### src/rtl/ptt_pkg.sv
// Shared types and constants for the periodic task timer table.
// No dependencies.
package ptt_pkg;

  typedef enum logic [3:0] {
    ACT_ADD_DEF   = 4'd0,
    ACT_ADD_IMM   = 4'd1,
    ACT_CLR_DEF   = 4'd2,
    ACT_CLR_IMM   = 4'd3,
    ACT_TICK      = 4'd4,
    ACT_PROCESS   = 4'd5,
    ACT_REMOVE    = 4'd6,
    ACT_PAUSE     = 4'd7,
    ACT_RESUME    = 4'd8,
    ACT_SET_PER   = 4'd9
  } action_t;

  // Input word.
  typedef struct packed {
    logic [3:0]  action;
    logic [7:0]  task_id;
    logic [15:0] period_ticks;
  } in_word_t;

  // Result word.
  typedef struct packed {
    logic        is_fire;
    logic [7:0]  fired_task;
    logic        from_immediate;
    logic [4:0]  slot_index;
    logic        accepted;
    logic        last_result;
  } out_word_t;

  // One table entry as held in memory.
  typedef struct packed {
    logic [7:0]  id;
    logic [15:0] period;
    logic [15:0] counter;
    logic        running;
  } entry_t;

  localparam int ENTRY_W = $bits(entry_t);
  localparam logic [15:0] CNT_MAX = 16'hFFFF;

endpackage

### src/rtl/ptt_if.sv
// Valid/ready channel interfaces for input and result words.
// Depends on ptt_pkg.
interface ptt_in_if (input logic clk);
  import ptt_pkg::*;
  logic     valid;
  logic     ready;
  in_word_t data;
  modport source (output valid, output data, input ready);
  modport sink (input valid, input data, output ready);
endinterface

interface ptt_out_if (input logic clk);
  import ptt_pkg::*;
  logic      valid;
  logic      ready;
  out_word_t data;
  modport source (output valid, output data, input ready);
  modport sink (input valid, input data, output ready);
endinterface

### src/rtl/ptt_ram.sv
// Generic single-port-write, single-read RAM with a registered read.
// No dependencies.
module ptt_ram #(
  parameter int WIDTH = 8,
  parameter int DEPTH = 16
) (
  input  logic                     clk,
  input  logic                     we,
  input  logic [$clog2(DEPTH)-1:0] waddr,
  input  logic [WIDTH-1:0]         wdata,
  input  logic [$clog2(DEPTH)-1:0] raddr,
  output logic [WIDTH-1:0]         rdata
);
  logic [WIDTH-1:0] mem [DEPTH];

  always_ff @(posedge clk) begin
    if (we) begin
      mem[waddr] <= wdata;
    end
    rdata <= mem[raddr];
  end
endmodule

### src/rtl/periodic_task_timer_table_top.sv
// Top level of the periodic task timer table: sequencer and two entry RAMs.
// Depends on ptt_pkg, ptt_if and ptt_ram.
//
//  channel | direction | word
//  in      | sink      | action, task_id, period_ticks
//  out     | source    | is_fire, fired_task, from_immediate, slot_index, accepted, last_result
//
// One word at a time. Add, clear and unknown actions finish in the accepting cycle and
// their status word is valid on the next. Tick, remove, pause, resume and set period walk
// both tables and process the deferred one. Each entry takes a read step (S_READ) and an
// evaluate step (S_EVAL), since the RAM read is registered; each table walked ends with a
// range check in S_READ, and S_DONE sends the status word. A stalled result word holds
// the walk and blocks the input. Reset clears only the entry counts and the sequencer;
// no clearing pass.
module periodic_task_timer_table_top #(
  parameter int DEFERRED_SLOTS  = 16,
  parameter int IMMEDIATE_SLOTS = 16
) (
  input logic clk,
  input logic rst_n,
  ptt_in_if.sink    in_ch,
  ptt_out_if.source out_ch
);
  import ptt_pkg::*;

  localparam int MAXS = (DEFERRED_SLOTS > IMMEDIATE_SLOTS) ? DEFERRED_SLOTS : IMMEDIATE_SLOTS;
  localparam int AW   = (MAXS > 1) ? $clog2(MAXS) : 1;
  localparam int CW   = $clog2(MAXS + 1);
  localparam int DAW  = (DEFERRED_SLOTS > 1) ? $clog2(DEFERRED_SLOTS) : 1;
  localparam int IAW  = (IMMEDIATE_SLOTS > 1) ? $clog2(IMMEDIATE_SLOTS) : 1;

  typedef enum logic [2:0] {S_IDLE, S_READ, S_EVAL, S_SHIFT, S_EMIT, S_DONE} state_t;

  state_t    state_r;
  in_word_t  cmd_r;
  logic      tab_r;          // 0 deferred, 1 immediate
  logic [CW-1:0] idx_r;      // walk position
  logic      found_r;        // remove: match found, now compacting
  logic      hit_r;
  logic [CW-1:0] dcnt_r, icnt_r;
  out_word_t obuf_r;
  logic      ovalid_r;

  // RAM ports
  logic          d_we, i_we;
  logic [AW-1:0] waddr, raddr;
  entry_t        wdata, d_rdata, i_rdata;

  ptt_ram #(.WIDTH(ENTRY_W), .DEPTH(DEFERRED_SLOTS)) u_def (
    .clk(clk), .we(d_we), .waddr(waddr[DAW-1:0]), .wdata(wdata),
    .raddr(raddr[DAW-1:0]), .rdata(d_rdata));
  ptt_ram #(.WIDTH(ENTRY_W), .DEPTH(IMMEDIATE_SLOTS)) u_imm (
    .clk(clk), .we(i_we), .waddr(waddr[IAW-1:0]), .wdata(wdata),
    .raddr(raddr[IAW-1:0]), .rdata(i_rdata));

  logic [CW-1:0] cur_cnt;
  entry_t        rd;
  logic          out_free;
  assign cur_cnt = tab_r ? icnt_r : dcnt_r;
  assign rd      = tab_r ? i_rdata : d_rdata;
  assign out_free = !ovalid_r || out_ch.ready;

  assign in_ch.ready  = (state_r == S_IDLE) && out_free;
  assign out_ch.valid = ovalid_r;
  assign out_ch.data  = obuf_r;
  assign raddr = idx_r[AW-1:0];

  // Entry modification for the current walk step.
  entry_t mod;
  logic   fire, match, wr;
  always_comb begin
    mod   = rd;
    fire  = 1'b0;
    match = (rd.id == cmd_r.task_id);
    wr    = 1'b0;
    unique case (cmd_r.action)
      ACT_TICK: begin
        if ((!tab_r && rd.running) || tab_r) begin
          if (rd.counter != CNT_MAX) mod.counter = rd.counter + 16'd1;
        end
        wr = 1'b1;
        if (tab_r && mod.counter >= rd.period) begin
          mod.counter = '0;
          fire = 1'b1;
        end
      end
      ACT_PROCESS: begin
        wr = 1'b1;
        if (rd.counter >= rd.period) begin
          mod.counter = '0;
          fire = 1'b1;
        end
      end
      ACT_PAUSE:   begin wr = match; mod.running = 1'b0; end
      ACT_RESUME:  begin wr = match; mod.running = 1'b1; end
      ACT_SET_PER: begin wr = match; mod.period = cmd_r.period_ticks; end
      default: ;
    endcase
  end

  // RAM write steering.
  always_comb begin
    d_we  = 1'b0;
    i_we  = 1'b0;
    waddr = idx_r[AW-1:0];
    wdata = mod;
    if (state_r == S_IDLE && in_ch.valid && out_free) begin
      wdata = '{id: in_ch.data.task_id, period: in_ch.data.period_ticks,
                counter: 16'd0, running: 1'b1};
      if (in_ch.data.action == ACT_ADD_DEF) begin
        waddr = dcnt_r[AW-1:0];
        d_we  = (in_ch.data.period_ticks != 0) && (dcnt_r < CW'(DEFERRED_SLOTS));
      end else if (in_ch.data.action == ACT_ADD_IMM) begin
        waddr = icnt_r[AW-1:0];
        i_we  = (in_ch.data.period_ticks != 0) && (icnt_r < CW'(IMMEDIATE_SLOTS));
      end
    end else if (state_r == S_EVAL && out_free) begin
      if (cmd_r.action == ACT_REMOVE) begin
        // compaction copies entry idx into idx-1
        waddr = AW'(idx_r - CW'(1));
        wdata = rd;
        d_we  = found_r && !tab_r;
        i_we  = found_r && tab_r;
      end else begin
        d_we = wr && !tab_r;
        i_we = wr && tab_r;
      end
    end
  end

  // Sequencer and registered outputs.
  always_ff @(posedge clk) begin
    if (!rst_n) begin
      state_r  <= S_IDLE;
      ovalid_r <= 1'b0;
      dcnt_r   <= '0;
      icnt_r   <= '0;
      tab_r    <= 1'b0;
      idx_r    <= '0;
      found_r  <= 1'b0;
      hit_r    <= 1'b0;
    end else begin
      if (ovalid_r && out_ch.ready) ovalid_r <= 1'b0;
      unique case (state_r)
        S_IDLE: begin
          if (in_ch.valid && out_free) begin
            cmd_r   <= in_ch.data;
            idx_r   <= '0;
            found_r <= 1'b0;
            hit_r   <= 1'b0;
            tab_r   <= (in_ch.data.action == ACT_TICK) && (dcnt_r == 0);
            case (in_ch.data.action) inside
              ACT_ADD_DEF, ACT_ADD_IMM: begin
                obuf_r <= '{is_fire: 1'b0, fired_task: in_ch.data.task_id,
                  from_immediate: in_ch.data.action[0],
                  slot_index: 5'(in_ch.data.action[0] ? icnt_r : dcnt_r),
                  accepted: d_we || i_we, last_result: 1'b1};
                ovalid_r <= 1'b1;
                if (d_we) dcnt_r <= dcnt_r + CW'(1);
                if (i_we) icnt_r <= icnt_r + CW'(1);
              end
              ACT_CLR_DEF, ACT_CLR_IMM: begin
                obuf_r <= '{default: '0, last_result: 1'b1};
                ovalid_r <= 1'b1;
                if (in_ch.data.action == ACT_CLR_DEF) dcnt_r <= '0;
                else icnt_r <= '0;
              end
              ACT_TICK, ACT_PROCESS, ACT_REMOVE, ACT_PAUSE, ACT_RESUME, ACT_SET_PER:
                state_r <= S_READ;
              default: begin
                obuf_r <= '{default: '0, last_result: 1'b1};
                ovalid_r <= 1'b1;
              end
            endcase
          end
        end
        S_READ: begin
          // address idx_r is presented; check range first
          if (idx_r >= cur_cnt) begin
            if (found_r) begin
              if (tab_r) icnt_r <= icnt_r - CW'(1);
              else dcnt_r <= dcnt_r - CW'(1);
            end
            found_r <= 1'b0;
            idx_r   <= '0;
            if (!tab_r && cmd_r.action != ACT_PROCESS) tab_r <= 1'b1;
            else state_r <= S_DONE;
          end else begin
            state_r <= S_EVAL;
          end
        end
        S_EVAL: begin
          if (out_free) begin
            state_r <= S_READ;
            idx_r   <= idx_r + CW'(1);
            if (cmd_r.action == ACT_REMOVE) begin
              if (!found_r && match) begin
                found_r <= 1'b1;
                hit_r   <= 1'b1;
              end
            end else begin
              if (match) hit_r <= 1'b1;
              if (fire) begin
                obuf_r <= '{is_fire: 1'b1, fired_task: rd.id, from_immediate: tab_r,
                  slot_index: 5'(idx_r), accepted: 1'b0, last_result: 1'b0};
                ovalid_r <= 1'b1;
              end
            end
          end
        end
        S_DONE: begin
          if (out_free) begin
            if (cmd_r.action == ACT_TICK || cmd_r.action == ACT_PROCESS)
              obuf_r <= '{default: '0, last_result: 1'b1};
            else
              obuf_r <= '{is_fire: 1'b0, fired_task: cmd_r.task_id, from_immediate: 1'b0,
                slot_index: 5'd0, accepted: hit_r, last_result: 1'b1};
            ovalid_r <= 1'b1;
            state_r  <= S_IDLE;
          end
        end
        default: state_r <= S_IDLE;
      endcase
    end
  end

  // Entry counts never exceed table sizes.
  a_dcnt: assert property (@(posedge clk) disable iff (!rst_n)
    dcnt_r <= CW'(DEFERRED_SLOTS)) else $error("deferred count overflow");
  a_icnt: assert property (@(posedge clk) disable iff (!rst_n)
    icnt_r <= CW'(IMMEDIATE_SLOTS)) else $error("immediate count overflow");
  // A word accepted while busy is impossible.
  a_busy: assert property (@(posedge clk) disable iff (!rst_n)
    (state_r != S_IDLE) |-> !in_ch.ready) else $error("ready while busy");
  // Closing status ends the walk.
  a_last: assert property (@(posedge clk) disable iff (!rst_n)
    (state_r == S_DONE && out_free) |=> (ovalid_r && obuf_r.last_result))
    else $error("missing closing word");
endmodule
### src/flat_wrapper.sv
// flat-port wrapper written by rule: the top's interface ports become plain ports
module periodic_task_timer_table_top_flat import ptt_pkg::*;
#(
  parameter int DEFERRED_SLOTS  = 16,
  parameter int IMMEDIATE_SLOTS = 16
)
  (clk, rst_n, in_ch_valid, in_ch_data, in_ch_ready, out_ch_valid, out_ch_data, out_ch_ready);
  ptt_in_if in_ch_i (.clk(clk));
  ptt_out_if out_ch_i (.clk(clk));
  input logic clk;
  input logic rst_n;
  input wire logic [$bits(in_ch_i.valid)-1:0] in_ch_valid;
  input wire logic [$bits(in_ch_i.data)-1:0] in_ch_data;
  output wire logic [$bits(in_ch_i.ready)-1:0] in_ch_ready;
  output wire logic [$bits(out_ch_i.valid)-1:0] out_ch_valid;
  output wire logic [$bits(out_ch_i.data)-1:0] out_ch_data;
  input wire logic [$bits(out_ch_i.ready)-1:0] out_ch_ready;
  assign in_ch_i.valid = in_ch_valid;
  assign in_ch_i.data = in_ch_data;
  assign in_ch_ready = in_ch_i.ready;
  assign out_ch_valid = out_ch_i.valid;
  assign out_ch_data = out_ch_i.data;
  assign out_ch_i.ready = out_ch_ready;
  periodic_task_timer_table_top #(.DEFERRED_SLOTS(DEFERRED_SLOTS), .IMMEDIATE_SLOTS(IMMEDIATE_SLOTS)) u_core (.clk(clk), .rst_n(rst_n), .in_ch(in_ch_i), .out_ch(out_ch_i));
endmodule
### config.mk
export PLATFORM = sky130hd
export DESIGN_NAME = periodic_task_timer_table_top_flat
export DESIGN_NICKNAME = d
export VERILOG_FILES = /design/src/rtl/ptt_pkg.sv /design/src/rtl/ptt_if.sv /design/src/rtl/ptt_ram.sv /design/src/rtl/periodic_task_timer_table_top.sv /design/src/flat_wrapper.sv
export SDC_FILE = /design/constraint.sdc
export NUM_CORES = 2
export LEC_CHECK = 0
export ABC_CLOCK_PERIOD_IN_PS = 8330
export BUFFER_PORTS_ARGS = -buffer_cell sky130_fd_sc_hd__buf_4
export CAP_MARGIN = 20
export CORE_UTILIZATION = 55
export CTS_BUF_LIST = sky130_fd_sc_hd__clkbuf_2 sky130_fd_sc_hd__clkbuf_4 sky130_fd_sc_hd__clkbuf_8
export CTS_CLUSTER_DIAMETER = 40
export DETAILED_ROUTE_END_ITERATION = 10
export HOLD_SLACK_MARGIN = 0.03
export PLACE_DENSITY = 0.75
export SKIP_CTS_REPAIR_TIMING = 1
export SYNTH_ARGS = -nofsm -noshare
export SYNTH_HDL_FRONTEND = slang
export SYNTH_SLANG_ARGS = --single-unit
### constraint.sdc
create_clock -name clk -period 8.33 [get_ports clk]
set_clock_uncertainty 0.2 [all_clocks]
set_input_delay 1.666 -clock clk [delete_from_list [all_inputs] [get_ports clk]]
set_output_delay 1.666 -clock clk [all_outputs]
set_load 0.01 [all_outputs]
==> impl_metrics.yaml <==
cells_and_area:
  nNetsFinal: 3005
  area_delta_synth_final_pct: 12.6
  multi_input_area_sq_um: 14000
  final_core_util_pct: 62.9
  final_cell_area_sq_um: 64300
  fill_cells: 6654
  final-seq-area_sq_um: 42800
  instances_no_fill: 4491
  drive_gt1_share_pct: 32.6
cts:
  clkSinkCount: 1461
  clock_latency_ns: 0.89
  cts_inserted_buffers: 217
  cts_tree: "done"
  cts_root_buf: "clkbuf_8"
  clk_path_buf_depth: 3
  h-tree-depth: 4
  clkSlewWorstSetupHoldPaths_ns: 0.07
sta:
  slew_headroom_pct: 22.3
  worst_pin_slew_ns: 1.17
  clock.fmax_ghz: 0.168
  setup_viol: 0
  fin_crit_sh_pct: 71.4
  period_minus_slack_ns: 5.95
  finalMaxSlewViolations: 0
  fin_ws_ns: 2.38
  rsz0062_at_grt: "no"
  hold_violations: 0
  setup_tns_ns: 0
global_route:
  grt_max_degree: 113
  track_usage_pct: 25.2
  grt_pass1_vias: 28931
  gr-total-overflow: 0
  grt_pass1_wl_mm: 193
  antenna_found_initial: 11
hold_path:
  hold_class: "flop to flop"
critical_path:
  crit_path_start_kind: "flop"
  arrival_ns: 6.31
  cp_slowest_cell: "dfxtp_4"
  cp.required_ns: 8.69
  cpPeakStageDelay_ns: 0.73
  crit_path_max_fanout: 45
  crit_type: "flop to flop"
  end_kind: "flop"
  crit_family: "compound AO/OA/AOI/OAI gates"
  cp.buffers_inverters: 2
  path_cells: "mux2i_1 > inv_1 > ha_1 > a21boi_1 > a41oi_2 > nand2_1 > nor2_1 > xnor2_1 > ha_1 > a21o_1 > a21o_1 > a21oi_1 > o221ai_1 > a211oi_2 > buf_6 > a41oi_1 > a31oi_4"
detailed_routing:
  antenna_left: 0
  drt_wl_total_mm: 131
  via_count: 28797
  firstDrtPassIters: 5
  avgRoutedWirePerCell_um: 29.2
  vias_per_cell: 6.41
  drc_errors: 0
  drt_iter0_markers: 3502
place:
  dpl.hpwl_mm: 81.2
  placed_area_sq_um: 59800
  placedCellCount: 4070
  dp_worst_setup_slack_ns: 1.77
  port-buffer-count: 50
  place_congestion: 0.873
synthesis:
  synth_mux_area_share_pct: 17.3
  synth.area.top_cells: "edfxtp_1, mux4_2, dfxtp_1"
  synth_top_family_by_area: "multiplexers"
  ys_seq_area_share_pct: 75.0
  synth_cell_types: 73
  synthTopCellsByCount: "edfxtp_1, mux4_2, dfxtp_1, nor2_1, clkbuf_1"
  synth.most_common_cell: "edfxtp_1"
  synth_ff_type: "edfxtp_1"
  synth_compound_area_share_pct: 2.50
  postSynthCellCount: 2704
  synth.top_cell.area_share_pct: 71.3
  yosysTopAreaCell: "edfxtp_1"
  synth_xor_area_share_pct: 0.353
  synth_simple_gate_area_share_pct: 2.73
  synth_seq_cells: 1461
  ys_warn_count: 0
  synth-edff-count: 1357
  synth_fp_nets: 2781
  synth_fa_ha_area_share_pct: 0.985
  synth_area_sq_um: 57100
  synth.avg_cell_area_sq_um: 21.1
  async_flop_share_pct: 0
pwr:
  ir_drop_mv: 0.130
  power_density_nw_per_um2: 230
  leakagePower_nw: 20.0
run_status:
  status: "complete, no violations"
floorplanning:
  design.die.area_sq_um: 105000
  io_pins: 51
  rows: 117
  fp.dieW_um: 324
  initial_core_util_pct: 55.8
  die_height_um: 324
  core_area_sq_um: 102000
flow_run:
  drv_cap: 0
-- kinds of logic (layout without fill, tap and decap cells) --
family / after synthesis / after routing
AND/OR/NAND/NOR: 321 / 321
multiplexers: 472 / 472
AO/OA/AOI/OAI: 213 / 213
flip-flops: 1461 / 1461
other: 0 / 2
buffers and inverters: 169 / 586
adder cells (fa/ha/maj): 45 / 45
XOR/XNOR: 23 / 23
-- power breakdown --
group | internal, mW | switching, mW
clock network | 3.04 | 2.74
logic | 0.188 | 0.561
registers | 8.24 | 0.0299
-- layout by cell type (no fill, tap or decap), types with 37 or more instances in the layout --
cell,instances
clkbuf_8,236
clkinv_1,48
clkbuf_4,67
mux2i_1,47
o21ai_0,44
nand2_1,83
dfxtp_1,99
edfxtp_1,1357
buf_4,139
nor2_1,79
a21oi_1,46
clkinv_2,37
ha_1,45
mux4_2,410
-- flip-flops by register name, summed over array words and instances, names as in the netlist --
register,flops
u_core.cmd_r,28
u_core.dcnt_r,5
u_core.found_r,1
u_core.hit_r,1
u_core.icnt_r,5
u_core.idx_r,5
u_core.out_ch.data,17
u_core.out_ch.valid,1
u_core.state_r,3
u_core.tab_r,1
u_core.u_def.mem,656
u_core.u_def.rdata,41
u_core.u_imm.mem,656
u_core.u_imm.rdata,41
-- worst min-delay path, delay by kind of cell (launching register included) --
| family | cells | cell delay, ns |
|---|---|---|
| AND/OR/NAND/NOR | 1 | 0.05 |
| AO/OA/AOI/OAI | 1 | 0.06 |
| flip-flops | 1 | 0.32 |
-- final cells by class --
cell class                      count  share of cell area, %
Clock inverter                    109                   1.06
Timing Repair Buffer              147                   1.83
Inverter                           27                  0.158
Tap cell                         1368                   2.66
Clock buffer                      303                   5.83
Sequential cell                  1461                   66.6
Antenna cell                        2                0.00778
Multi-Input combinational cell   1074                   21.8
-- metal layers --
layer,global-route usage (%),share of wire (%)
met1,37.4,41
met4,7.12,2.1
met3,6.00,10
met2,37.8,47
met5,0,0.0099
-- final timing paths --
path                     start                     end  slack [ns]  cells after the start
setup reg to reg  u_core.tab_r  u_core.u_imm.mem[0][5]        2.38                     17
hold / removal    u_core.hit_r            u_core.hit_r        0.27                      2
setup / recovery  u_core.tab_r  u_core.u_imm.mem[0][5]        2.38                     17
hold reg to reg   u_core.hit_r            u_core.hit_r        0.27                      2
-- metrics by stage --
stage          total power, mW  hold slack [ns]
2_1_floorplan             8.80            0.241
3_3_place_gp              9.12            0.263
3_5_place_dp              9.15            0.263
4_1_cts                   14.9            0.272
5_1_grt                   15.2            0.316
6_report                  14.8            0.273
Power figures use the tool's default switching activity.
